--- src/flcs_pkg.sv ---
// Shared types, constants and helper functions for the fiber laser command sequencer.
package flcs_pkg;

  localparam int unsigned QUEUE_DEPTH_DEF = 16;
  localparam int unsigned POWER_W         = 8;
  localparam int unsigned MODE_W          = 4;
  localparam int unsigned TICK_W          = 20;
  localparam int unsigned STEP_W          = 3;
  localparam int unsigned FLAG_W          = 5;
  localparam int unsigned CMD_W           = 2;
  localparam int unsigned QCOUNT_W        = 5;
  localparam int unsigned STATUS_W        = 7;
  localparam int unsigned PADDR_W         = 5;
  localparam int unsigned PDATA_W         = 32;
  localparam int unsigned S_TDATA_W       = 16;
  localparam int unsigned M_TDATA_W       = 32;
  localparam int unsigned RES_W           = 27;

  typedef enum logic [CMD_W-1:0] {
    CMD_TICK,
    CMD_REQUEST,
    CMD_STOP,
    CMD_CLEAR_STOP
  } cmd_e;

  typedef enum logic [MODE_W-1:0] {
    MODE_IDLE,
    MODE_CHANGE_POWER,
    MODE_POWER_ON,
    MODE_POWER_OFF,
    MODE_EMISSION_ON,
    MODE_EMISSION_OFF,
    MODE_POINTER_ON,
    MODE_POINTER_OFF,
    MODE_ESTOP_ON,
    MODE_ESTOP_OFF
  } mode_e;

  typedef enum logic [2:0] {
    REG_OSC_TO_EM,
    REG_EM_TO_OSC,
    REG_LATCH_SETUP,
    REG_LATCH_HOLD,
    REG_LATCH_GAP,
    REG_MIN_GAP
  } reg_e;

  // Sequence step codes
  localparam logic [STEP_W-1:0] STEP_FREE         = 3'd0;
  localparam logic [STEP_W-1:0] STEP_SINGLE       = 3'd1;
  localparam logic [STEP_W-1:0] STEP_LATCH_GAP    = 3'd2;
  localparam logic [STEP_W-1:0] STEP_LATCH_FALL   = 3'd3;
  localparam logic [STEP_W-1:0] STEP_LATCH_RISE   = 3'd4;
  localparam logic [STEP_W-1:0] STEP_BUS_WRITE    = 3'd5;
  localparam logic [STEP_W-1:0] STEP_ONOFF_FIRST  = 3'd3;
  localparam logic [STEP_W-1:0] STEP_ONOFF_SECOND = 3'd2;

  localparam logic [POWER_W-1:0] MAX_POWER       = 8'd247;
  localparam logic [POWER_W-1:0] MIN_POWER       = 8'd25;
  localparam logic [POWER_W-1:0] LOW_POWER_LIMIT = 8'd51;

  // laser flag bits
  localparam int unsigned FL_OSC  = 0;
  localparam int unsigned FL_EM   = 1;
  localparam int unsigned FL_PTR  = 2;
  localparam int unsigned FL_STOP = 3;
  localparam int unsigned FL_SETP = 4;

  typedef struct packed {
    logic [TICK_W-1:0] osc_to_em;
    logic [TICK_W-1:0] em_to_osc;
    logic [TICK_W-1:0] latch_setup;
    logic [TICK_W-1:0] latch_hold;
    logic [TICK_W-1:0] latch_gap;
    logic [TICK_W-1:0] min_gap;
  } cfg_t;

  localparam cfg_t CFG_RESET = '{
    osc_to_em:   20'd5000,
    em_to_osc:   20'd1,
    latch_setup: 20'd4,
    latch_hold:  20'd4,
    latch_gap:   20'd0,
    min_gap:     20'd0
  };

  typedef struct packed {
    cmd_e               cmd;
    logic [MODE_W-1:0]  mode;
    logic [POWER_W-1:0] power;
    logic               alarm_a;
    logic               alarm_b;
  } item_t;

  typedef struct packed {
    logic [MODE_W-1:0]  mode;
    logic [POWER_W-1:0] power;
  } entry_t;

  function automatic logic [POWER_W-1:0] map_power(input logic [POWER_W-1:0] raw);
    logic [POWER_W-1:0] p;
    if (raw == '0) begin
      p = MIN_POWER;
    end else if (raw > MAX_POWER) begin
      p = MAX_POWER;
    end else if (raw < LOW_POWER_LIMIT) begin
      p = (raw >> 1) + MIN_POWER;
    end else begin
      p = raw;
    end
    return p;
  endfunction

  function automatic logic [STEP_W-1:0] start_step(input logic [MODE_W-1:0] mode);
    logic [STEP_W-1:0] s;
    if (mode == MODE_CHANGE_POWER) begin
      s = STEP_BUS_WRITE;
    end else if (mode == MODE_POWER_ON || mode == MODE_POWER_OFF) begin
      s = STEP_ONOFF_FIRST;
    end else begin
      s = STEP_SINGLE;
    end
    return s;
  endfunction

endpackage

--- src/flcs_cfg.sv ---
// Configuration register file behind the APB-style port.
module flcs_cfg (
  input  logic                           clk_i,
  input  logic                           rst_ni,
  input  logic                           psel,
  input  logic                           penable,
  input  logic                           pwrite,
  input  logic [flcs_pkg::PADDR_W-1:0]   paddr,
  input  logic [flcs_pkg::PDATA_W-1:0]   pwdata,
  output logic [flcs_pkg::PDATA_W-1:0]   prdata,
  output logic                           pready,
  output flcs_pkg::cfg_t                 cfg_o
);
  import flcs_pkg::*;

  cfg_t              cfg_q, cfg_d;
  logic              wr_en;
  reg_e              sel;
  logic [TICK_W-1:0] wval;

  assign pready = 1'b1;
  assign wr_en  = psel && penable && pwrite;
  assign sel    = reg_e'(paddr[PADDR_W-1:2]);
  assign wval   = pwdata[TICK_W-1:0];

  always_comb begin
    cfg_d = cfg_q;
    if (wr_en) begin
      case (sel)
        REG_OSC_TO_EM:   cfg_d.osc_to_em   = wval;
        REG_EM_TO_OSC:   cfg_d.em_to_osc   = wval;
        REG_LATCH_SETUP: cfg_d.latch_setup = wval;
        REG_LATCH_HOLD:  cfg_d.latch_hold  = wval;
        REG_LATCH_GAP:   cfg_d.latch_gap   = wval;
        REG_MIN_GAP:     cfg_d.min_gap     = wval;
        default: ;
      endcase
    end
  end

  always_comb begin
    case (sel)
      REG_OSC_TO_EM:   prdata = PDATA_W'(cfg_q.osc_to_em);
      REG_EM_TO_OSC:   prdata = PDATA_W'(cfg_q.em_to_osc);
      REG_LATCH_SETUP: prdata = PDATA_W'(cfg_q.latch_setup);
      REG_LATCH_HOLD:  prdata = PDATA_W'(cfg_q.latch_hold);
      REG_LATCH_GAP:   prdata = PDATA_W'(cfg_q.latch_gap);
      REG_MIN_GAP:     prdata = PDATA_W'(cfg_q.min_gap);
      default:         prdata = '0;
    endcase
  end

  always_ff @(posedge clk_i or negedge rst_ni) begin
    if (!rst_ni) begin
      cfg_q <= CFG_RESET;
    end else begin
      cfg_q <= cfg_d;
    end
  end

  assign cfg_o = cfg_q;

endmodule

--- src/flcs_fifo.sv ---
// Request queue storage with a registered, write-through head read.
module flcs_fifo #(
  parameter  int unsigned DEPTH = flcs_pkg::QUEUE_DEPTH_DEF,
  localparam int unsigned PTR_W = (DEPTH > 1) ? $clog2(DEPTH) : 1
) (
  input  logic                 clk_i,
  input  logic                 we_i,
  input  logic [PTR_W-1:0]     waddr_i,
  input  flcs_pkg::entry_t     wdata_i,
  input  logic [PTR_W-1:0]     raddr_i,
  output flcs_pkg::entry_t     rdata_o
);
  import flcs_pkg::*;

  entry_t mem [DEPTH];
  entry_t rdata_q;

  always_ff @(posedge clk_i) begin
    if (we_i) begin
      mem[waddr_i] <= wdata_i;
    end
  end

  always_ff @(posedge clk_i) begin
    if (we_i && (waddr_i == raddr_i)) begin
      rdata_q <= wdata_i;
    end else begin
      rdata_q <= mem[raddr_i];
    end
  end

  assign rdata_o = rdata_q;

endmodule

--- src/flcs_core.sv ---
// Request filter, queue control and pin sequencer, one item per enabled cycle.
module flcs_core #(
  parameter  int unsigned DEPTH = flcs_pkg::QUEUE_DEPTH_DEF,
  localparam int unsigned PTR_W = (DEPTH > 1) ? $clog2(DEPTH) : 1
) (
  input  logic                        clk_i,
  input  logic                        rst_ni,
  input  logic                        en_i,
  input  flcs_pkg::item_t             item_i,
  input  flcs_pkg::cfg_t              cfg_i,
  input  flcs_pkg::entry_t            head_i,
  output logic                        we_o,
  output logic [PTR_W-1:0]            waddr_o,
  output flcs_pkg::entry_t            wdata_o,
  output logic [PTR_W-1:0]            raddr_o,
  output logic [flcs_pkg::RES_W-1:0]  result_o
);
  import flcs_pkg::*;

  localparam int unsigned CNT_W = $clog2(DEPTH + 1);
  localparam logic [CNT_W:0]   DEPTH_S = (CNT_W + 1)'(DEPTH);
  localparam logic [CNT_W-1:0] FULL_C  = CNT_W'(DEPTH);
  localparam logic [PTR_W-1:0] LAST_P  = PTR_W'(DEPTH - 1);

  logic [TICK_W-1:0]  wait_q, wait_d;
  mode_e              mode_q, mode_d;
  logic [STEP_W-1:0]  step_q, step_d;
  logic [POWER_W-1:0] power_q, power_d;
  logic [FLAG_W-1:0]  flags_q, flags_d;
  logic [MODE_W-1:0]  last_mode_q, last_mode_d;
  logic [POWER_W-1:0] last_power_q, last_power_d;
  logic               blocked_q, blocked_d;
  logic [CNT_W-1:0]   count_q, count_d;
  logic [PTR_W-1:0]   head_q, head_d;
  logic [POWER_W-1:0] bus_q, bus_d;
  logic               latch_q, latch_d;

  logic [POWER_W-1:0] mapped;
  logic [TICK_W-1:0]  gap;
  logic [CNT_W:0]     tail_sum;
  logic [CNT_W:0]     tail;
  logic [PTR_W-1:0]   head_inc;
  logic               run, push, dropped, fire_en, done;
  mode_e              f_mode;
  logic [STEP_W-1:0]  f_step;

  assign mapped   = map_power(item_i.power);
  assign gap      = (cfg_i.min_gap == '0) ? TICK_W'(1) : cfg_i.min_gap;
  assign tail_sum = {{(CNT_W + 1 - PTR_W){1'b0}}, head_q} + {1'b0, count_q};
  assign tail     = (tail_sum >= DEPTH_S) ? (tail_sum - DEPTH_S) : tail_sum;
  assign head_inc = (head_q == LAST_P) ? '0 : head_q + 1'b1;

  always_comb begin
    wait_d       = wait_q;
    mode_d       = mode_q;
    step_d       = step_q;
    power_d      = power_q;
    flags_d      = flags_q;
    last_mode_d  = last_mode_q;
    last_power_d = last_power_q;
    blocked_d    = blocked_q;
    count_d      = count_q;
    head_d       = head_q;
    bus_d        = bus_q;
    latch_d      = latch_q;
    run          = 1'b0;
    push         = 1'b0;
    dropped      = 1'b0;
    fire_en      = 1'b0;
    done         = 1'b0;
    f_mode       = mode_q;
    f_step       = step_q;

    case (item_i.cmd)
      CMD_TICK: begin
        if (step_q != STEP_FREE) begin
          if (wait_q > TICK_W'(1)) begin
            wait_d = wait_q - TICK_W'(1);
          end else begin
            wait_d = '0;
            if (mode_q == MODE_IDLE) begin
              step_d = STEP_FREE;
              if ((count_q != '0) && !blocked_q) begin
                head_d  = head_inc;
                count_d = count_q - 1'b1;
                mode_d  = mode_e'(head_i.mode);
                power_d = head_i.power;
                f_mode  = mode_e'(head_i.mode);
                f_step  = start_step(head_i.mode);
                fire_en = 1'b1;
              end
            end else begin
              fire_en = 1'b1;
            end
          end
        end
      end
      CMD_REQUEST: begin
        run = (item_i.mode != MODE_IDLE) && (item_i.mode <= MODE_ESTOP_OFF);
        if ((item_i.mode == MODE_POWER_ON) && flags_q[FL_OSC]) begin
          run = 1'b0;
        end
        if ((item_i.mode == MODE_POWER_OFF) && !flags_q[FL_OSC]) begin
          run = 1'b0;
        end
        // emission follows a change-power request at once, filtered or not
        if (item_i.mode == MODE_CHANGE_POWER) begin
          flags_d[FL_EM] = (item_i.power != '0);
        end
        if (run) begin
          if ((last_mode_q == item_i.mode) &&
              ((item_i.mode != MODE_CHANGE_POWER) || (last_power_q == mapped))) begin
            run = 1'b0;
          end else begin
            last_mode_d  = item_i.mode;
            last_power_d = mapped;
          end
        end
        if (!run || blocked_q || (count_q >= FULL_C)) begin
          dropped = 1'b1;
        end else if (step_q == STEP_FREE) begin
          // queue is empty when free: start the request directly
          mode_d  = mode_e'(item_i.mode);
          power_d = mapped;
          wait_d  = '0;
          f_mode  = mode_e'(item_i.mode);
          f_step  = start_step(item_i.mode);
          fire_en = 1'b1;
        end else begin
          push    = 1'b1;
          count_d = count_q + 1'b1;
        end
      end
      CMD_STOP: begin
        count_d   = '0;
        head_d    = '0;
        step_d    = STEP_FREE;
        wait_d    = '0;
        mode_d    = MODE_IDLE;
        blocked_d = 1'b1;
      end
      CMD_CLEAR_STOP: begin
        blocked_d = 1'b0;
      end
      default: ;
    endcase

    if (fire_en) begin
      case (f_mode)
        MODE_CHANGE_POWER: begin
          case (f_step)
            STEP_BUS_WRITE: begin
              bus_d            = power_d;
              flags_d[FL_SETP] = 1'b1;
              step_d           = STEP_LATCH_RISE;
              wait_d           = cfg_i.latch_setup;
            end
            STEP_LATCH_RISE: begin
              latch_d = 1'b1;
              step_d  = STEP_LATCH_FALL;
              wait_d  = cfg_i.latch_hold;
            end
            STEP_LATCH_FALL: begin
              latch_d = 1'b0;
              if (cfg_i.latch_gap != '0) begin
                step_d = STEP_LATCH_GAP;
                wait_d = cfg_i.latch_gap;
              end else begin
                flags_d[FL_SETP] = 1'b0;
                done             = 1'b1;
              end
            end
            default: begin
              flags_d[FL_SETP] = 1'b0;
              done             = 1'b1;
            end
          endcase
        end
        MODE_POWER_ON: begin
          if (f_step == STEP_ONOFF_FIRST) begin
            flags_d[FL_OSC] = 1'b1;
            step_d          = STEP_ONOFF_SECOND;
            wait_d          = cfg_i.osc_to_em;
          end else begin
            if (f_step == STEP_ONOFF_SECOND) begin
              flags_d[FL_EM] = 1'b1;
            end
            done = 1'b1;
          end
        end
        MODE_POWER_OFF: begin
          if (f_step == STEP_ONOFF_FIRST) begin
            flags_d[FL_EM] = 1'b0;
            step_d         = STEP_ONOFF_SECOND;
            wait_d         = cfg_i.em_to_osc;
          end else begin
            if (f_step == STEP_ONOFF_SECOND) begin
              flags_d[FL_OSC] = 1'b0;
            end
            done = 1'b1;
          end
        end
        MODE_EMISSION_ON: begin
          flags_d[FL_EM] = 1'b1;
          done           = 1'b1;
        end
        MODE_EMISSION_OFF: begin
          flags_d[FL_EM] = 1'b0;
          done           = 1'b1;
        end
        MODE_POINTER_ON: begin
          flags_d[FL_PTR] = 1'b1;
          done            = 1'b1;
        end
        MODE_POINTER_OFF: begin
          flags_d[FL_PTR] = 1'b0;
          done            = 1'b1;
        end
        MODE_ESTOP_ON: begin
          flags_d[FL_STOP] = 1'b1;
          done             = 1'b1;
        end
        MODE_ESTOP_OFF: begin
          flags_d[FL_STOP] = 1'b0;
          done             = 1'b1;
        end
        default: begin
          done = 1'b1;
        end
      endcase
    end

    // request complete: start the inter-request gap
    if (done) begin
      mode_d = MODE_IDLE;
      step_d = STEP_SINGLE;
      wait_d = gap;
    end
  end

  always_ff @(posedge clk_i or negedge rst_ni) begin
    if (!rst_ni) begin
      wait_q       <= '0;
      mode_q       <= MODE_IDLE;
      step_q       <= STEP_FREE;
      power_q      <= '0;
      flags_q      <= '0;
      last_mode_q  <= '0;
      last_power_q <= '0;
      blocked_q    <= 1'b0;
      count_q      <= '0;
      head_q       <= '0;
      bus_q        <= MIN_POWER;
      latch_q      <= 1'b0;
    end else if (en_i) begin
      wait_q       <= wait_d;
      mode_q       <= mode_d;
      step_q       <= step_d;
      power_q      <= power_d;
      flags_q      <= flags_d;
      last_mode_q  <= last_mode_d;
      last_power_q <= last_power_d;
      blocked_q    <= blocked_d;
      count_q      <= count_d;
      head_q       <= head_d;
      bus_q        <= bus_d;
      latch_q      <= latch_d;
    end
  end

  assign we_o         = en_i && push;
  assign waddr_o      = tail[PTR_W-1:0];
  assign wdata_o.mode = item_i.mode;
  assign wdata_o.power = mapped;
  assign raddr_o      = en_i ? head_d : head_q;

  // {dropped, queue_count, busy, status, estop, pointer, emission, oscillator, latch, bus}
  assign result_o = {dropped,
                     QCOUNT_W'(count_d),
                     (step_d != STEP_FREE),
                     item_i.alarm_b, item_i.alarm_a, flags_d,
                     !flags_d[FL_STOP],
                     flags_d[FL_PTR],
                     flags_d[FL_EM],
                     flags_d[FL_OSC],
                     latch_d,
                     bus_d};

endmodule

--- src/fiber_laser_command_sequencer.sv ---
// Top level of the fiber laser command sequencer: stream ports, config port, pipeline.
//
// Takes one item per clock on the slave stream and returns exactly one result per item on the
// master stream, in order; with the master side ready, a transfer goes through in every cycle.
// An item is held in the input register until the output register can take its result. All
// filtering, queueing and pin sequencing is evaluated combinationally between the two registers;
// timed sequences advance only on tick items. Waiting requests live in a QUEUE_DEPTH-entry
// memory whose head entry is kept in a registered read port; it needs no clearing after reset.
// Registers must be written over the APB-style port while the block is idle; the block itself
// does not enforce this.
module fiber_laser_command_sequencer #(
  parameter int unsigned QUEUE_DEPTH = flcs_pkg::QUEUE_DEPTH_DEF
) (
  input  logic                             clk_i,
  input  logic                             rst_ni,
  input  logic                             s_axis_tvalid_i,
  output logic                             s_axis_tready_o,
  // [3:0] mode, [11:4] power_level, [12] alarm_a, [13] alarm_b
  input  logic [flcs_pkg::S_TDATA_W-1:0]   s_axis_tdata_i,
  // [1:0] command
  input  logic [flcs_pkg::CMD_W-1:0]       s_axis_tuser_i,
  output logic                             m_axis_tvalid_o,
  input  logic                             m_axis_tready_i,
  // [7:0] power_bus, [8] latch_line, [9] oscillator_enable, [10] emission_modulation,
  // [11] pointer_led, [12] estop_line, [19:13] status_flags, [20] busy_res,
  // [25:21] queue_count, [26] dropped
  output logic [flcs_pkg::M_TDATA_W-1:0]   m_axis_tdata_o,
  input  logic                             psel,
  input  logic                             penable,
  input  logic                             pwrite,
  input  logic [flcs_pkg::PADDR_W-1:0]     paddr,
  input  logic [flcs_pkg::PDATA_W-1:0]     pwdata,
  output logic [flcs_pkg::PDATA_W-1:0]     prdata,
  output logic                             pready
);
  import flcs_pkg::*;

  localparam int unsigned PTR_W = (QUEUE_DEPTH > 1) ? $clog2(QUEUE_DEPTH) : 1;

  cfg_t             cfg;
  item_t            item_in;
  item_t            item_q;
  logic             in_valid_q, in_valid_d;
  logic             out_valid_q, out_valid_d;
  logic [RES_W-1:0] res_q;
  logic [RES_W-1:0] res;
  logic             advance;
  logic             s_xfer;
  logic             we;
  logic [PTR_W-1:0] waddr, raddr;
  entry_t           wdata, head;

  flcs_cfg u_cfg (
    .clk_i   (clk_i),
    .rst_ni  (rst_ni),
    .psel    (psel),
    .penable (penable),
    .pwrite  (pwrite),
    .paddr   (paddr),
    .pwdata  (pwdata),
    .prdata  (prdata),
    .pready  (pready),
    .cfg_o   (cfg)
  );

  assign item_in.cmd     = cmd_e'(s_axis_tuser_i);
  assign item_in.mode    = s_axis_tdata_i[3:0];
  assign item_in.power   = s_axis_tdata_i[11:4];
  assign item_in.alarm_a = s_axis_tdata_i[12];
  assign item_in.alarm_b = s_axis_tdata_i[13];

  assign advance         = in_valid_q && (!out_valid_q || m_axis_tready_i);
  assign s_axis_tready_o = !in_valid_q || advance;
  assign s_xfer          = s_axis_tvalid_i && s_axis_tready_o;

  always_comb begin
    in_valid_d = in_valid_q;
    if (s_xfer) begin
      in_valid_d = 1'b1;
    end else if (advance) begin
      in_valid_d = 1'b0;
    end
    out_valid_d = out_valid_q;
    if (advance) begin
      out_valid_d = 1'b1;
    end else if (m_axis_tready_i) begin
      out_valid_d = 1'b0;
    end
  end

  always_ff @(posedge clk_i or negedge rst_ni) begin
    if (!rst_ni) begin
      in_valid_q  <= 1'b0;
      out_valid_q <= 1'b0;
    end else begin
      in_valid_q  <= in_valid_d;
      out_valid_q <= out_valid_d;
    end
  end

  always_ff @(posedge clk_i) begin
    if (s_xfer) begin
      item_q <= item_in;
    end
    if (advance) begin
      res_q <= res;
    end
  end

  flcs_core #(
    .DEPTH (QUEUE_DEPTH)
  ) u_core (
    .clk_i    (clk_i),
    .rst_ni   (rst_ni),
    .en_i     (advance),
    .item_i   (item_q),
    .cfg_i    (cfg),
    .head_i   (head),
    .we_o     (we),
    .waddr_o  (waddr),
    .wdata_o  (wdata),
    .raddr_o  (raddr),
    .result_o (res)
  );

  flcs_fifo #(
    .DEPTH (QUEUE_DEPTH)
  ) u_fifo (
    .clk_i   (clk_i),
    .we_i    (we),
    .waddr_i (waddr),
    .wdata_i (wdata),
    .raddr_i (raddr),
    .rdata_o (head)
  );

  assign m_axis_tvalid_o = out_valid_q;
  assign m_axis_tdata_o  = {{(M_TDATA_W - RES_W){1'b0}}, res_q};

endmodule

--- config.mk ---
export PLATFORM = sky130hd
export DESIGN_NAME = fiber_laser_command_sequencer
export DESIGN_NICKNAME = d
export VERILOG_FILES = /design/src/flcs_pkg.sv /design/src/flcs_cfg.sv /design/src/flcs_fifo.sv /design/src/flcs_core.sv /design/src/fiber_laser_command_sequencer.sv
export SDC_FILE = /design/constraint.sdc
export NUM_CORES = 1
export LEC_CHECK = 0
export BUFFER_PORTS_ARGS = -buffer_cell sky130_fd_sc_hd__buf_2
export CAP_MARGIN = 10
export CORE_UTILIZATION = 45
export DETAILED_ROUTE_END_ITERATION = 6
export PLACE_DENSITY = 0.59
export SYNTH_ARGS = -nofsm -noshare
export SYNTH_HDL_FRONTEND = slang
export SYNTH_HIERARCHICAL = 1
export SYNTH_SLANG_ARGS = --single-unit
--- constraint.sdc ---
create_clock -name clk_i -period 5.2 [get_ports clk_i]
set_clock_uncertainty 0.2 [all_clocks]
set_input_delay 0.78 -clock clk_i [delete_from_list [all_inputs] [get_ports clk_i]]
set_output_delay 0.78 -clock clk_i [all_outputs]
set_load 0.1 [all_outputs]
; Word-level counts from Yosys, hierarchy flattened
; Memories as Yosys holds them, arrays and structs flattened. A register that Yosys moved wholly into a read port is not among the register bits.
; Cells that the tools add are included.
[classes]
magnitude_cmp = 6
n_bitwise = 1
muxes = 120
reduce_logical = 50
addsub = 7
n_eq_ne = 31
[op_table]
columns = cell, count
row1 = 20-bit 2-to-1 mux, 10
row2 = 20-bit one-hot mux with 3 select lines, 3
row3 = 20-bit one-hot mux with 6 select lines, 1
row4 = 8-bit 2-to-1 mux, 12
row5 = 4-bit 2-to-1 mux, 14
row6 = 3-bit 2-to-1 mux, 15
row7 = 1-bit 2-to-1 mux, 37
row8 = 5-bit 2-to-1 mux, 7
row9 = 4-bit by 2-bit == test with 1-bit output (second input constant), 6
row10 = 20-bit by 1-bit greater-than comparator with 1-bit output (second input constant), 1
row11 = 20-bit zero test, 1
row12 = 20-bit nonzero test, 1
row13 = 20-bit by 1-bit subtractor with 20-bit output (second input constant), 1
row14 = 3-bit one-hot mux with 2 select lines, 3
row15 = 4-bit by 3-bit == test with 1-bit output (second input constant), 4
row16 = 1-bit one-hot mux with 2 select lines, 8
row17 = 4-bit one-hot mux with 2 select lines, 2
row18 = 8-bit one-hot mux with 2 select lines, 1
row19 = 2-bit AND reduction, 8
row20 = 5-bit one-hot mux with 3 select lines, 1
row21 = 3-bit by 2-bit == test with 1-bit output (second input constant), 4
row22 = 3-bit == test (second input constant), 4
row23 = 4-bit by 1-bit == test with 1-bit output (second input constant), 3
row24 = 4-bit == test (second input constant), 3
row25 = 37 further kinds, 65
[word_totals]
register_bits = 236
n_memories = 1
mem_bits_rw = 192
in_bits = 62
[mem_list]
columns = name, depth, word_bits, rd, rd_ports_with_merged_regs, wr, line_no
row1 = u_fifo.mem, 16, 12, 1, 1, 1, flcs_fifo.sv:15  ; entry_t mem [DEPTH];

; Logic depth before layout (Yosys ltp)
; Gate-level depths: netlist of the first run.
[depth]
ltp_word = 22
mapped_depth = 17

; Cells and area by module
; The synthesis of the first run kept the hierarchy.
[by_module_without_submodules]
columns = module, cells_per_inst, n_inst, area_per_inst_um2
row1 = flcs_core, 1026, 1, 7573.5
row2 = flcs_fifo, 321, 1, 7439.6
row3 = flcs_cfg, 410, 1, 5778.0
row4 = fiber_laser_command_sequencer, 57, 1, 1436.4

; Worst setup path before layout of the first run
; Ideal clock, no wire load.
[synth_timing]
path_type = register -> register
from = register item_q[9] in the netlist's numbering
to = memory u_fifo/mem[0][0] in the netlist's numbering, enable pin
t_arrival_ps = 3741
t_required_ps = 4604
synth_period_minus_slack_ps = 4338
setup_slack_ps = 862
n_path_buf = 2
stages_incl_launch_ff = 12
path_cell_list = edfxtp_1 -> buf_6 -> or2_2 -> buf_2 -> a211oi_1 -> a211o_1 -> xor2_1 -> o41a_4 -> o21ai_0 -> nor2_1 -> or3b_1 -> nor3_1
[synth_rtl]
columns = element, line_no
row1 = from (decl), fiber_laser_command_sequencer.sv:42  ; item_t item_q;
row2 = from (signal assigned), fiber_laser_command_sequencer.sv:103  ; item_q <= item_in;
row3 = to (decl), flcs_fifo.sv:15

; Worst setup path in the final report of the first run
[layout_timing]
from = register item_q[3] in the netlist's numbering
to = register res_q[20] (data pin)
[layout_via]
elab_chain_cells = 22
elab_cells_between_ends = 40
[layout_lines]
columns = element, line_no
row1 = 7-bit by 5-bit adder with 8-bit output or 8-bit by 6-bit < comparator with 1-bit output (tied branches), "flcs_pkg.sv:107, flcs_pkg.sv:106"
row2 = 8-bit 2-to-1 mux, flcs_pkg.sv:106  ; end else if (raw < LOW_POWER_LIMIT) begin
row3 = 8-bit 2-to-1 mux, flcs_pkg.sv:104  ; end else if (raw > MAX_POWER) begin
row4 = 8-bit 2-to-1 mux *, flcs_pkg.sv:102  ; if (raw == '0) begin
row5 = 8-bit == test *, flcs_core.sv:112  ; ((item_i.mode != MODE_CHANGE_POWER) || (last_power_q == mapped))) begin
row6 = 1-bit logical OR *, flcs_core.sv:112
row7 = 1-bit logical AND *, flcs_core.sv:111  ; if ((last_mode_q == item_i.mode) &&
row8 = 1-bit 2-to-1 mux *, flcs_core.sv:111
row9 = [... 7 more ...], --
row10 = 3-bit == test, flcs_core.sv:151  ; case (f_step)
row11 = 2-bit OR reduction (no line), --
row12 = 1-bit one-hot mux with 2 select lines, flcs_core.sv:151
row13 = 1-bit one-hot mux with 2 select lines, flcs_core.sv:149  ; case (f_mode)
row14 = 1-bit 2-to-1 mux, flcs_core.sv:148  ; if (fire_en) begin
row15 = 3-bit 2-to-1 mux *, flcs_core.sv:234  ; if (done) begin
row16 = 3-bit nonzero test *, flcs_core.sv:280  ; (step_d != STEP_FREE),
row17 = via res[20], fiber_laser_command_sequencer.sv:46  ; logic [RES_W-1:0] res;
row18 = to (signal assigned), fiber_laser_command_sequencer.sv:106  ; res_q <= res;
row19 = to (decl), fiber_laser_command_sequencer.sv:45  ; logic [RES_W-1:0] res_q;
; The timed path passes the listed nets; every way through them passes the cells marked *. The select of a mux whose other input is x is not followed.
; A chain may end at the register's enable or synchronous reset.

==> results of run 1 <==
path summary, 6_finish.rpt:
| path | slack (ns) | startpoint | cells past startpoint | endpoint |
|---|---|---|---|---|
| setup reg to reg | 0.23 | item_q[3]$_DFFE_PP_ | 12 | res_q[20]$_DFFE_PP_ |
| hold / removal | 0.005 | rst_ni | 1 | u_core/bus_q[1]$_DFFE_PN0P_ |
| max in group asynchronous | 3.78 | rst_ni | 2 | u_cfg/cfg_o[103]$_DFFE_PN1P_ |
| min in group clk_i | 0.15 | s_axis_tdata_i[1] | 1 | item_q[11]$_DFFE_PP_ |
| setup / recovery | 0.23 | item_q[3]$_DFFE_PP_ | 12 | res_q[20]$_DFFE_PP_ |
| hold reg to reg | 0.22 | item_q[0]$_DFFE_PP_ | 0 | res_q[19]$_DFFE_PP_ |
sequential cells by signal, summed over array words and instances (netlist names), named ones only:
| signal | flops |
|---|---|
| in_valid_q | 1 |
| item_q | 16 |
| m_axis_tvalid_o | 1 |
| res_q | 27 |
| u_cfg/cfg_o | 120 |
| u_core/blocked_q | 1 |
| u_core/bus_q | 8 |
| u_core/count_q | 5 |
| u_core/flags_q | 5 |
| u_core/head_q | 4 |
| u_core/last_mode_q | 4 |
| u_core/last_power_q | 8 |
| u_core/latch_q | 1 |
| u_core/mode_q | 4 |
| u_core/power_q | 8 |
| u_core/step_q | 3 |
| u_core/wait_q | 20 |
| u_fifo/mem | 192 |
through the flow:
step / setup slack (ns) / area, um2
floorplan: 0.862 / 22300
global placement: 0.353 / 23400
detailed placement: 0.291 / 23400
CTS: 0.257 / 25000
global route: 0.0457 / 25000
finish: 0.228 / 25000
Yosys cell counts (all sizes together) (19+ instances only):
| library cell | count | area [um2] |
|---|---|---|
| nor4 | 26 | 184 |
| o22ai | 25 | 156 |
| a221oi | 19 | 173 |
| mux2i | 65 | 651 |
| o21ai | 101 | 505 |
| inv | 32 | 120 |
| a31oi | 32 | 200 |
| buf | 77 | 621 |
| mux4 | 48 | 1140 |
| edfxtp | 235 | 7060 |
| dfrtp | 182 | 4550 |
| nand2 | 131 | 492 |
| a22oi | 39 | 293 |
| nor3 | 27 | 151 |
| clkbuf | 86 | 324 |
| a21oi | 89 | 449 |
| nor2 | 114 | 448 |
| mux2 | 165 | 1900 |
| nand3 | 36 | 180 |
placed cells by master (no fill, tap or decap), types with 17 or more instances in the layout:
master,count
sky130_fd_sc_hd__nor3_1,20
sky130_fd_sc_hd__a221oi_1,17
sky130_fd_sc_hd__clkbuf_16,49
sky130_fd_sc_hd__buf_2,93
sky130_fd_sc_hd__mux2i_1,65
sky130_fd_sc_hd__a31oi_1,32
sky130_fd_sc_hd__o21ai_0,98
sky130_fd_sc_hd__nor4_1,23
sky130_fd_sc_hd__nand3_1,36
sky130_fd_sc_hd__nand2_1,131
sky130_fd_sc_hd__buf_4,82
sky130_fd_sc_hd__mux2_2,151
sky130_fd_sc_hd__conb_1,18
sky130_fd_sc_hd__nor2_1,110
sky130_fd_sc_hd__inv_1,32
sky130_fd_sc_hd__dfrtp_1,182
sky130_fd_sc_hd__a22oi_1,39
sky130_fd_sc_hd__a21oi_1,88
sky130_fd_sc_hd__edfxtp_1,235
sky130_fd_sc_hd__mux4_2,33
sky130_fd_sc_hd__o22ai_1,25
what timing repair did:
item | CTS | global route
gates resized for setup | 0 | 1
endpoints found under the setup margin | 0 | 4
hold buffers | 0 | 0
area by class of cell:
class | instances | share of cell area, %
flip-flops and latches | 432 | 47.9
inverters | 33 | 0.495
multi-input cells | 1201 | 37.2
diodes | 1 | 0.0100
clock inverters | 20 | 0.936
repair buffers | 181 | 4.78
clock buffers | 63 | 5.35
well taps | 664 | 3.32
cell families (layout without fill, tap and decap cells):
kind of cell               after synthesis  count (layout)  share of synthesized area [%]
AOI/OAI and AO/OA                      447             447                           13.6
xor gates and xnor gates                12              12                          0.473
adders and majority gates               14              14                          0.822
buffers and inverters                  196             297                           4.81
DFF                                    432             432                           53.9
muxes                                  278             278                           16.6
other                                    3              19                         0.0507
and+or+nand+nor                        432             432                           9.81
power breakdown:
group | switching, uW | internal, uW | leakage (uW)
Combinational | 1740 | 988 | 0.00415
Sequential | 422 | 4010 | 0.00460
Clock | 1420 | 1960 | 0.000762
Total | 3580 | 6960 | 0.00950
per-layer routing:
layer  vias to the layer above  track usage, %  share of wire, %  wire length [um]
li1                       7095               -                 -                 -
met1                      8096            36.3                44             28000
met2                       650            40.2                47             29700
met3                       107            3.55               6.9              4380
met4                         0            7.57               2.4              1560
met5                         -               0                 0                 0
==> qor_table.md, run 1 <==
| Item | Value |
| --- | --- |
| Run status | completed |
| Highest cell delay on the worst timing path | 0.55 ns |
| CP Max Fanout | 22 |
| Category of the worst setup path capture point | flop |
| Die area | 50,300 um2 |
| Fmax achieved | 201 MHz |
| Maximum number of pins on one net before global-route repair | 88 |
| Clock buffer count from CTS | 46 |
| Clock tree root buffer cell | sky130_fd_sc_hd__clkbuf_16 |
| Clock tree buffer depth | 3 |
| Ys flop type | sky130_fd_sc_hd__edfxtp_1 |
| Count of vias placed by the detailed router | 15.9k |
| Combined area of the multi-input logic cells | 9300 um2 |
| Max Cap Violations | 0 |
| Post-CTS Setup Repair Bufs | 0 |
| Hold WC Path Type | input pin to asynchronous set/reset pin |
| Final setup vio count | 0 |
| Layout Utilization | 51.2% |
| Number of unique standard cell types used by synthesis | 99 |
| Area growth from synthesis to layout | 12.5% |
| Static leakage | 0.00950 uW |
| Time the final worst path needs with I/O delays and setup | 4.97 ns |
| Sequential fraction of the synthesis area | 53.9% |
| Req. time, crit path | 5.30 ns |
| Number of global-route vias before repair | 15.5k |
| Antenna violations before repair | 1 |
| Tightest slew margin relative to the limit | 38.0% |
| Period Utilization, post-route | 95.6% |
| Actual transition at the worst max-transition pin | 0.927 ns |
| Fillers | 4,295 |
| Final weighted congestion in routability-driven placement | 0.926 |
| Highest ir drop seen on vdd | 0.248 mV |
| Average vias per placed instance | 6.15 |
| Worst Hold Margin | 0.00519 ns |
| Die extent in x | 224 um |
| DR DRC count | 0 |
| Count of nets left with antenna violations after detail routing | 0 |
| Global-route usage over all layers | 25.4% |
| WS Path Type | flop to flop |
| Height of the die | 224 um |
| Endpoints failing hold | 0 |
| Final sum of negative setup slack | 0 ns |
| Area taken by flip-flops and latches | 12,000 um2 |
| Site row count | 81 |
| Core area | 48,800 um2 |
| Post-route insts no fill | 2,595 |
| Number of H-tree branching levels | 2 |
| Post-synth ARST share | 44.7% |
| Top Family by Delay on Critical Path | simple AND/OR/NAND/NOR gates |
| Register bit total from synthesis | 432 |
| Placed wire-length estimate | 42.5 mm |
| Synthesized instance count | 1,814 |
| Wire length reported by the detailed router | 63.6 mm |
| Pwr per Cell Area | 422 nW/um2 |
| Number of pins with negative max-slew slack in the final report | 0 |
| Total global routing overflow | 0 |
| Overall Power | 10,500 uW |
| Share of cells above drive strength 1 | 25.9% |
| First-pass GRT wire length | 96.4 mm |
| RSZ-0062 raised after global routing | false |
| Number of synthesized flops with an enable pin | 235 |
| Synthesized area per cell | 12.3 um2 |
| Number of buffers and inverters on the critical path | 1 |
| Cells traversed along the worst timing path | ha_1, and3_1, o21ai_0, a21o_1, nand3_1, or3_1, nor4_1, or3_1, buf_4, o22ai_1, a31o_2, or4_1 |
| Post-layout nets | 1,971 |
| CTS clock-pin slew for the worst setup and hold paths | 0.06 ns |
| Slowest stage cell, crit path | sky130_fd_sc_hd__edfxtp_1 |
| Pre-antenna DRT Iters | 5 |
| Initial cell density of the core | 45.5% |
| Crit path arrival time | 5.07 ns |
| Cell seen most often among critical-path stages | sky130_fd_sc_hd__or3_1 |
| Number of input and output port buffers inserted | 94 |
| Post-detailed-route wirelength per cell | 24.5 um |
| CP Launch Type | flop |
| Worst skew pair latency | 0.61 ns |
| Iteration-0 DRC count of the detailed router | 1,630 |
| CTS sink cnt | 432 |
| Top-Level Pins | 129 |
| Yosys Warn Count | 6 |
| TritonCTS clock tree | done |
| Area of the mapped netlist | 22,200 um2 |
| Placed cells | 2,511 |
Note: power is estimated with default switching activity, not from simulation.
==> run 2: changes to the inputs <==
--- a/config.mk
+++ b/config.mk
@@ -7,9 +7,11 @@
 export LEC_CHECK = 0
 export BUFFER_PORTS_ARGS = -buffer_cell sky130_fd_sc_hd__buf_2
 export CAP_MARGIN = 10
+export CORE_MARGIN = 2
 export CORE_UTILIZATION = 45
 export DETAILED_ROUTE_END_ITERATION = 6
 export PLACE_DENSITY = 0.59
+export RECOVER_POWER = 100
 export SYNTH_ARGS = -nofsm -noshare
 export SYNTH_HDL_FRONTEND = slang
 export SYNTH_HIERARCHICAL = 1
==> run 2 against run 1 <==
- via count up 0.47%
- the flow now finishes with violations (capacitance limit, slew limit)
- count of clock-buffer cells in the layout down 1
- critical path type is now input pin to output pin
- cell area down 0.88%
- wire length up 0.57%
- sequential power about the same
- power up 0.39%
- global-route usage down 0.26 points
- die area up 1.8%
- combinational power about the same
- utilization down 0.45 points
- setup slack worse by 0.10 ns
- critical path depth down 7
==> qor_table.md, run 2 (synthesized netlist as in run 1, its figures left out) <==
| Item | Value | vs previous |
| --- | --- | --- |
| DP Worst Slack | 0.369 ns | was 0.291 ns |
| Height of the die | 226 um | was 224 um |
| Max reg flops | 192 | unchanged |
| Initial cell density of the core | 45.5% | unchanged |
| Commonest non-fill, non-tap cell in the layout | sky130_fd_sc_hd__edfxtp_1 | unchanged |
| Category of the worst setup path capture point | output pin | was flop |
| Period Utilization, post-route | 97.5% | was 95.6% |
| WS Path Type | input pin to output pin | was flop to flop |
| Run status | complete, but fails checks | was completed |
| Die area | 51,200 um2 | was 50,300 um2 |
| CTS clock-pin slew for the worst setup and hold paths | 0.06 ns | about the same |
| Reg2Reg Setup Slack | 0.24 ns | was 0.23 ns |
| Time the final worst path needs with I/O delays and setup | 5.07 ns | was 4.97 ns |
| Post-detailed-route wirelength per cell | 24.5 um | about the same |
| Site row count | 81 | unchanged |
| Average vias per placed instance | 6.14 | was 6.15 |
| Tightest slew margin relative to the limit | -174% | was 38.0% |
| Final sum of negative setup slack | 0 ns | unchanged |
| Hold WC Path Type | input pin to flop | was input pin to asynchronous set/reset pin |
| Total global routing overflow | 0 | unchanged |
| Area growth from synthesis to layout | 11.5% | was 12.5% |
| Pwr per Cell Area | 427 nW/um2 | was 422 nW/um2 |
| Reg2Reg Depth | 13 | was 12 |
| Static leakage | 0.00926 uW | was 0.00950 uW |
| Clock tree buffer depth | 3 | unchanged |
| Global-route usage over all layers | 25.1% | was 25.4% |
| Actual transition at the worst max-transition pin | 4.11 ns | was 0.927 ns |
| Violations in the final reports | capacitance limit, slew limit |  |
| Hold path depth | 1 |  |
| Count of instances resized after the clock tree is built | 0 | unchanged |
| Fmax achieved | 197 MHz | was 201 MHz |
| Pre-antenna DRT Iters | 6 | was 5 |
| WHS Endpoint | item_q[13]$_DFFE_PP_ |  |
| Number of global-route vias before repair | 15.7k | was 15.5k |
| Area taken by flip-flops and latches | 12,000 um2 | unchanged |
| Req. time, crit path | 4.22 ns | was 5.30 ns |
| Most frequent cells in the layout | 235 x sky130_fd_sc_hd__edfxtp_1, 182 x sky130_fd_sc_hd__dfrtp_1, 151 x sky130_fd_sc_hd__mux2_2, 131 x sky130_fd_sc_hd__nand2_1, 114 x sky130_fd_sc_hd__nor2_1 | was 235 x sky130_fd_sc_hd__edfxtp_1, 182 x sky130_fd_sc_hd__dfrtp_1, 151 x sky130_fd_sc_hd__mux2_2, 131 x sky130_fd_sc_hd__nand2_1, 110 x sky130_fd_sc_hd__nor2_1 |
| Number of H-tree branching levels | 2 | unchanged |
| Placed cells | 2,519 | was 2,511 |
| Max Cap Violations | 7 | was 0 |
| R2r endpoint | u_core/bus_q[2]$_DFFE_PN0P_ | was res_q[20]$_DFFE_PP_ |
| Register bank with the most flops | u_fifo/mem | unchanged |
| Overall Power | 10,600 uW | was 10,500 uW |
| Post-CTS Setup Repair Bufs | 0 | unchanged |
| Post-route insts no fill | 2,611 | was 2,595 |
| Highest ir drop seen on vdd | 0.275 mV | was 0.248 mV |
| Maximum number of pins on one net before global-route repair | 84 | was 88 |
| Diode insertion count for antenna repair | 0 | was 1 |
| CTS sink cnt | 432 | unchanged |
| Wire length reported by the detailed router | 64.0 mm | was 63.6 mm |
| CP Launch Type | input pin | was flop |
| Top-Level Pins | 129 | unchanged |
| Placed wire-length estimate | 43.1 mm | was 42.5 mm |
| Number of pins with negative max-slew slack in the final report | 243 | was 0 |
| Source of the worst register-to-register timing path | item_q[3]$_DFFE_PP_ | unchanged |
| Die extent in x | 226 um | was 224 um |
| Final weighted congestion in routability-driven placement | 0.887 | was 0.926 |
| Share of cells above drive strength 1 | 22.2% | was 25.9% |
| DR DRC count | 0 | unchanged |
| Count of vias placed by the detailed router | 16.0k | was 15.9k |
| Worst skew pair latency | 0.62 ns | was 0.61 ns |
| Post-layout nets | 1,982 | was 1,971 |
| PnR worst setup slack | 0.128 ns | was 0.228 ns |
| Fillers | 4,352 | was 4,295 |
| Clock buffer count from CTS | 49 | was 46 |
| First-pass GRT wire length | 96.5 mm | was 96.4 mm |
| Crit path arrival time | 4.09 ns | was 5.07 ns |
| Final setup vio count | 0 | unchanged |
| Cell area after layout | 24,800 um2 | was 25,000 um2 |
| TritonCTS clock tree | done | unchanged |
| Number of buffers inserted for hold repair after clock tree synthesis | 0 | unchanged |
| Endpoints failing hold | 0 | unchanged |
| Antenna violations before repair | 3 | was 1 |
| CP Max Fanout | 27 | was 22 |
| Clock tree root buffer cell | sky130_fd_sc_hd__clkbuf_16 | unchanged |
| Number of input and output port buffers inserted | 94 | unchanged |
| Count of nets left with antenna violations after detail routing | 0 | unchanged |
| Iteration-0 DRC count of the detailed router | 1,691 | was 1,630 |
| Placement-stage cell area | 23,400 um2 | about the same |
| Core area | 48,800 um2 | unchanged |
| Startpoint of the tightest hold check path | s_axis_tdata_i[3] |  |
| RSZ-0062 raised after global routing | false | unchanged |
| Combined area of the multi-input logic cells | 9210 um2 | was 9300 um2 |
-- run 2: power breakdown --
group	switching, uW	internal [uW]	total (uW)
registers	426	4020	4440
logic	1740	975	2720
clock network	1460	1960	3430
-- run 2: final cells by class --
| class | instances | area share, % |
|---|---|---|
| clock inverters | 30 | 1.21 |
| clock buffers | 62 | 5.30 |
| repair buffers | 189 | 4.14 |
| flip-flops and latches | 432 | 48.3 |
| well taps | 664 | 3.35 |
| multi-input cells | 1201 | 37.2 |
| inverters | 33 | 0.500 |
-- run 2: critical path, stage by stage --
cell                       delay (ns)
sky130_fd_sc_hd__clkbuf_1        1.24
sky130_fd_sc_hd__clkbuf_2        0.83
sky130_fd_sc_hd__nor2_1          0.34
sky130_fd_sc_hd__a311o_1         0.48
sky130_fd_sc_hd__clkbuf_2        0.39
-- run 2: worst max path at each step --
stage	slack, ns	cells past startpoint	end	from
global route	0.03	2	u_core/wait_q[16]$_DFFE_PN0P_	rst_ni
floorplan	0.86	11	u_fifo/mem[0][0]$_DFFE_PP_	item_q[9]$_DFFE_PP_
detailed placement	0.37	13	u_core/bus_q[2]$_DFFE_PN0P_	item_q[3]$_DFFE_PP_
CTS	0.30	13	u_core/bus_q[2]$_DFFE_PN0P_	item_q[3]$_DFFE_PP_
global placement	0.47	12	u_core/bus_q[6]$_DFFE_PN0P_	item_q[5]$_DFFE_PP_
finish	0.13	5	prdata[8]	paddr[2]
-- run 2: metal layers --
metal  routed length, um  part of all wire [%]  GRT usage (%)  vias to the layer above
li1                    -                     -              -                     7130
met1               28400                    44           35.9                     8132
met2               29900                    47           39.6                      645
met3                4080                   6.4           3.47                      114
met4                1660                   2.6           8.40                        2
met5                  13                 0.020              0                        -
-- run 2: stage by stage --
| step | hold WS (ns) | util [%] |
|---|---|---|
| floorplan | 0.260 | - |
| global placement | 0.203 | 48.0 |
| detailed placement | 0.206 | 48.0 |
| CTS | 0.0812 | 51.3 |
| global route | 0.110 | 50.7 |
| finish | 0.134 | 50.7 |
==> run 3: changes to the inputs <==
--- a/config.mk
+++ b/config.mk
@@ -10,7 +10,6 @@
 export CORE_MARGIN = 2
 export CORE_UTILIZATION = 45
 export DETAILED_ROUTE_END_ITERATION = 6
-export PLACE_DENSITY = 0.59
 export RECOVER_POWER = 100
 export SYNTH_ARGS = -nofsm -noshare
 export SYNTH_HDL_FRONTEND = slang
==> run 3 against run 2 <==
- the flow still finishes with violations (capacitance limit, slew limit)
- register-to-register slack worse by 0.02 ns
- global-route usage is 0.44 points lower
- combinational power is 1% lower
- critical path type is now flop to flop
- largest power group unchanged
==> qor_table.md, run 3 (synthesized netlist as in run 1, its figures left out) <==
| Item | Value | vs previous |
| --- | --- | --- |
| Most frequent cells in the layout | 235 x sky130_fd_sc_hd__edfxtp_1, 182 x sky130_fd_sc_hd__dfrtp_1, 150 x sky130_fd_sc_hd__mux2_2, 131 x sky130_fd_sc_hd__nand2_1, 111 x sky130_fd_sc_hd__nor2_1 | was 235 x sky130_fd_sc_hd__edfxtp_1, 182 x sky130_fd_sc_hd__dfrtp_1, 151 x sky130_fd_sc_hd__mux2_2, 131 x sky130_fd_sc_hd__nand2_1, 114 x sky130_fd_sc_hd__nor2_1 |
| R2r endpoint | u_core/bus_q[2]$_DFFE_PN0P_ | unchanged |
| Post-layout nets | 1,979 | was 1,982 |
| Clock share of power | 33.5% | was 32.4% |
| Layout Utilization | 50.9% | was 50.7% |
| Global-route usage over all layers | 24.7% | was 25.1% |
| Number of global-route vias before repair | 15.4k | was 15.7k |
| Final weighted congestion in routability-driven placement | 0.922 | was 0.887 |
| Iteration-0 DRC count of the detailed router | 1,591 | was 1,691 |
| Actual transition at the worst max-transition pin | 3.46 ns | was 4.11 ns |
| CP Max Fanout | 10 | was 27 |
| Startpoint of the tightest hold check path | s_axis_tdata_i[11] | was s_axis_tdata_i[3] |
| Core area | 48,800 um2 | unchanged |
| Run status | complete, but fails checks | unchanged |
| Endpoints failing hold | 0 | unchanged |
| Violations in the final reports | capacitance limit, slew limit | unchanged |
| Register bank with the most flops | u_fifo/mem | unchanged |
| Site row count | 81 | unchanged |
| Category of the worst setup path capture point | flop | was output pin |
| Share of cells above drive strength 1 | 22.7% | was 22.2% |
| Total global routing overflow | 0 | unchanged |
| First-pass GRT wire length | 95.3 mm | was 96.5 mm |
| Pwr per Cell Area | 431 nW/um2 | was 427 nW/um2 |
| Placed wire-length estimate | 41.9 mm | was 43.1 mm |
| Wire length reported by the detailed router | 63.1 mm | was 64.0 mm |
| Part of the total power dissipated in sequential elements | 41.5% | was 42.0% |
| Combinational power share | 25.0% | was 25.7% |
| Period Utilization, post-route | 95.7% | was 97.5% |
| Number of input and output port buffers inserted | 94 | unchanged |
| TritonCTS clock tree | done | unchanged |
| Hold WC Path Type | input pin to flop | unchanged |
| RSZ-0062 raised after global routing | false | unchanged |
| Final sum of negative setup slack | 0 ns | unchanged |
| Cell seen most often among critical-path stages | sky130_fd_sc_hd__mux2_4 | was sky130_fd_sc_hd__clkbuf_2 |
| Count of nets left with antenna violations after detail routing | 0 | unchanged |
| Pre-antenna DRT Iters | 6 | unchanged |
| Clock tree root buffer cell | sky130_fd_sc_hd__clkbuf_16 | unchanged |
| Number of H-tree branching levels | 2 | unchanged |
| Top-Level Pins | 129 | unchanged |
| Reg2Reg Depth | 12 | was 13 |
| Cells traversed along the worst timing path | or4_1, nor4_4, a211o_1, nand4b_2, o41a_1, o21ai_1, a2bb2oi_1, nand4_1, or3_1, buf_4, mux2_4, mux2_4 | was clkbuf_1, clkbuf_2, nor2_1, a311o_1, clkbuf_2 |
| Count of vias placed by the detailed router | 15.9k | was 16.0k |
| Clock tree buffer depth | 3 | unchanged |
| Height of the die | 226 um | unchanged |
| Clock buffer count from CTS | 48 | was 49 |
| Area growth from synthesis to layout | 11.9% | was 11.5% |
| Maximum number of pins on one net before global-route repair | 126 | was 84 |
| Req. time, crit path | 5.49 ns | was 4.22 ns |
| Initial cell density of the core | 45.5% | unchanged |
| Post-CTS Setup Repair Bufs | 0 | unchanged |
| Highest ir drop seen on vdd | 0.201 mV | was 0.275 mV |
| Worst skew pair latency | 0.61 ns | was 0.62 ns |
| Final setup vio count | 0 | unchanged |
| Fraction of power spent switching nets | 33.8% | was 34.3% |
| CP Launch Type | flop | was input pin |
| Count of instances resized after the clock tree is built | 0 | unchanged |
| Number of pins with negative max-slew slack in the final report | 253 | was 243 |
| Fmax achieved | 201 MHz | was 197 MHz |
| CTS clock-pin slew for the worst setup and hold paths | 0.06 ns | about the same |
| Max reg flops | 192 | unchanged |
| Diode insertion count for antenna repair | 0 | unchanged |
| Static leakage | 0.00931 uW | was 0.00926 uW |
| Reg2Reg Setup Slack | 0.22 ns | was 0.24 ns |
| Switching power of the nets | 3620 uW | was 3630 uW |
| Worst setup startpoint | item_q[5]$_DFFE_PP_ | was paddr[2] |
| Crit path arrival time | 5.27 ns | was 4.09 ns |
| Time the final worst path needs with I/O delays and setup | 4.98 ns | was 5.07 ns |
| Max Cap Violations | 8 | was 7 |
| Hold path depth | 1 | unchanged |
| Source of the worst register-to-register timing path | item_q[5]$_DFFE_PP_ | was item_q[3]$_DFFE_PP_ |
| Post-detailed-route wirelength per cell | 24.2 um | was 24.5 um |
| Die area | 51,200 um2 | unchanged |
| Die extent in x | 226 um | unchanged |
| Slowest stage cell, crit path | sky130_fd_sc_hd__o41a_1 | was sky130_fd_sc_hd__clkbuf_1 |
| Antenna violations before repair | 1 | was 3 |
| Tightest slew margin relative to the limit | -131% | was -174% |
| Highest cell delay on the worst timing path | 0.64 ns | was 1.24 ns |
| WHS Endpoint | item_q[9]$_DFFE_PP_ | was item_q[13]$_DFFE_PP_ |
| CTS sink cnt | 432 | unchanged |
| Commonest non-fill, non-tap cell in the layout | sky130_fd_sc_hd__edfxtp_1 | unchanged |
| DR DRC count | 0 | unchanged |
| Cell-internal power | 7100 uW | was 6950 uW |
| WS Path Type | flop to flop | was input pin to output pin |
| Average vias per placed instance | 6.10 | was 6.14 |
-- run 3: cell types whose count changed in the layout (fill, tap and decap cells not counted), moves of 4 or more --
cell,delta
sky130_fd_sc_hd__clkbuf_2,+14
sky130_fd_sc_hd__clkbuf_1,-13
sky130_fd_sc_hd__clkinv_2,-7
sky130_fd_sc_hd__buf_2,-4
-- run 3: how the worst max path moves through the flow --
stage | end | cells past startpoint
global route | u_core/bus_q[2]$_DFFE_PN0P_ | 13
CTS | res_q[20]$_DFFE_PP_ | 12
global placement | u_core/bus_q[2]$_DFFE_PN0P_ | 12
finish | u_core/bus_q[2]$_DFFE_PN0P_ | 12
detailed placement | res_q[20]$_DFFE_PP_ | 12
floorplan | u_fifo/mem[0][0]$_DFFE_PP_ | 11
-- run 3: critical path, delay by kind of cell, from the launching register on --
family,cells,cell delay [ns]
flops,1,0.52
mux,2,0.58
compound gates,4,1.52
buf+inv,1,0.21
simple gates,5,1.84
-- run 3: cell type report --
class                      count  area, um2
fill                        4351      24000
sequential                   432      12000
multi-input combinational   1201       9210
clock buffer                  60       1310
timing repair buffer         187       1020
tap                          664        831
clock inverter                29        392
inverter                      33        124
-- run 3: routing by layer --
metal / part of all wire [%] / vias to the layer above / GRT usage, % / wire [um]
met5: 0 / - / 0 / 0
met4: 2.3 / 0 / 7.00 / 1460
met3: 6.1 / 104 / 3.73 / 3840
met2: 46 / 586 / 38.8 / 29300
met1: 45 / 8089 / 35.7 / 28500
li1: - / 7120 / - / -
-- run 3: power by group through the flow --
stage	combinational [uW]	sequential, uW	clock (uW)
after CTS	2680	4440	3670
after floorplan	1920	4480	0
after detailed placement	2670	4500	0
final	2680	4450	3590
after global placement	2630	4490	0
after global routing	2870	4500	3820
-- run 3: stage by stage --
stage                     worst slack (ns)  hold slack [ns]  instances  power [uW]  area, um2
after floorplan                      0.862            0.260       1829        6400      22300
after global placement               0.437            0.200       2516        7120      23400
after detailed placement             0.377            0.205       2516        7170      23400
after CTS                            0.376            0.115       2606       10800      25100
after global routing                0.0462            0.119       2606       11200      24900
final                                0.223            0.142       2606       10700      24900
-- run 3: what timing repair did --
action,in CTS,in global routing
hold endpoints to repair,12,0
hold buffers,1,0
endpoints found under the setup margin,0,0
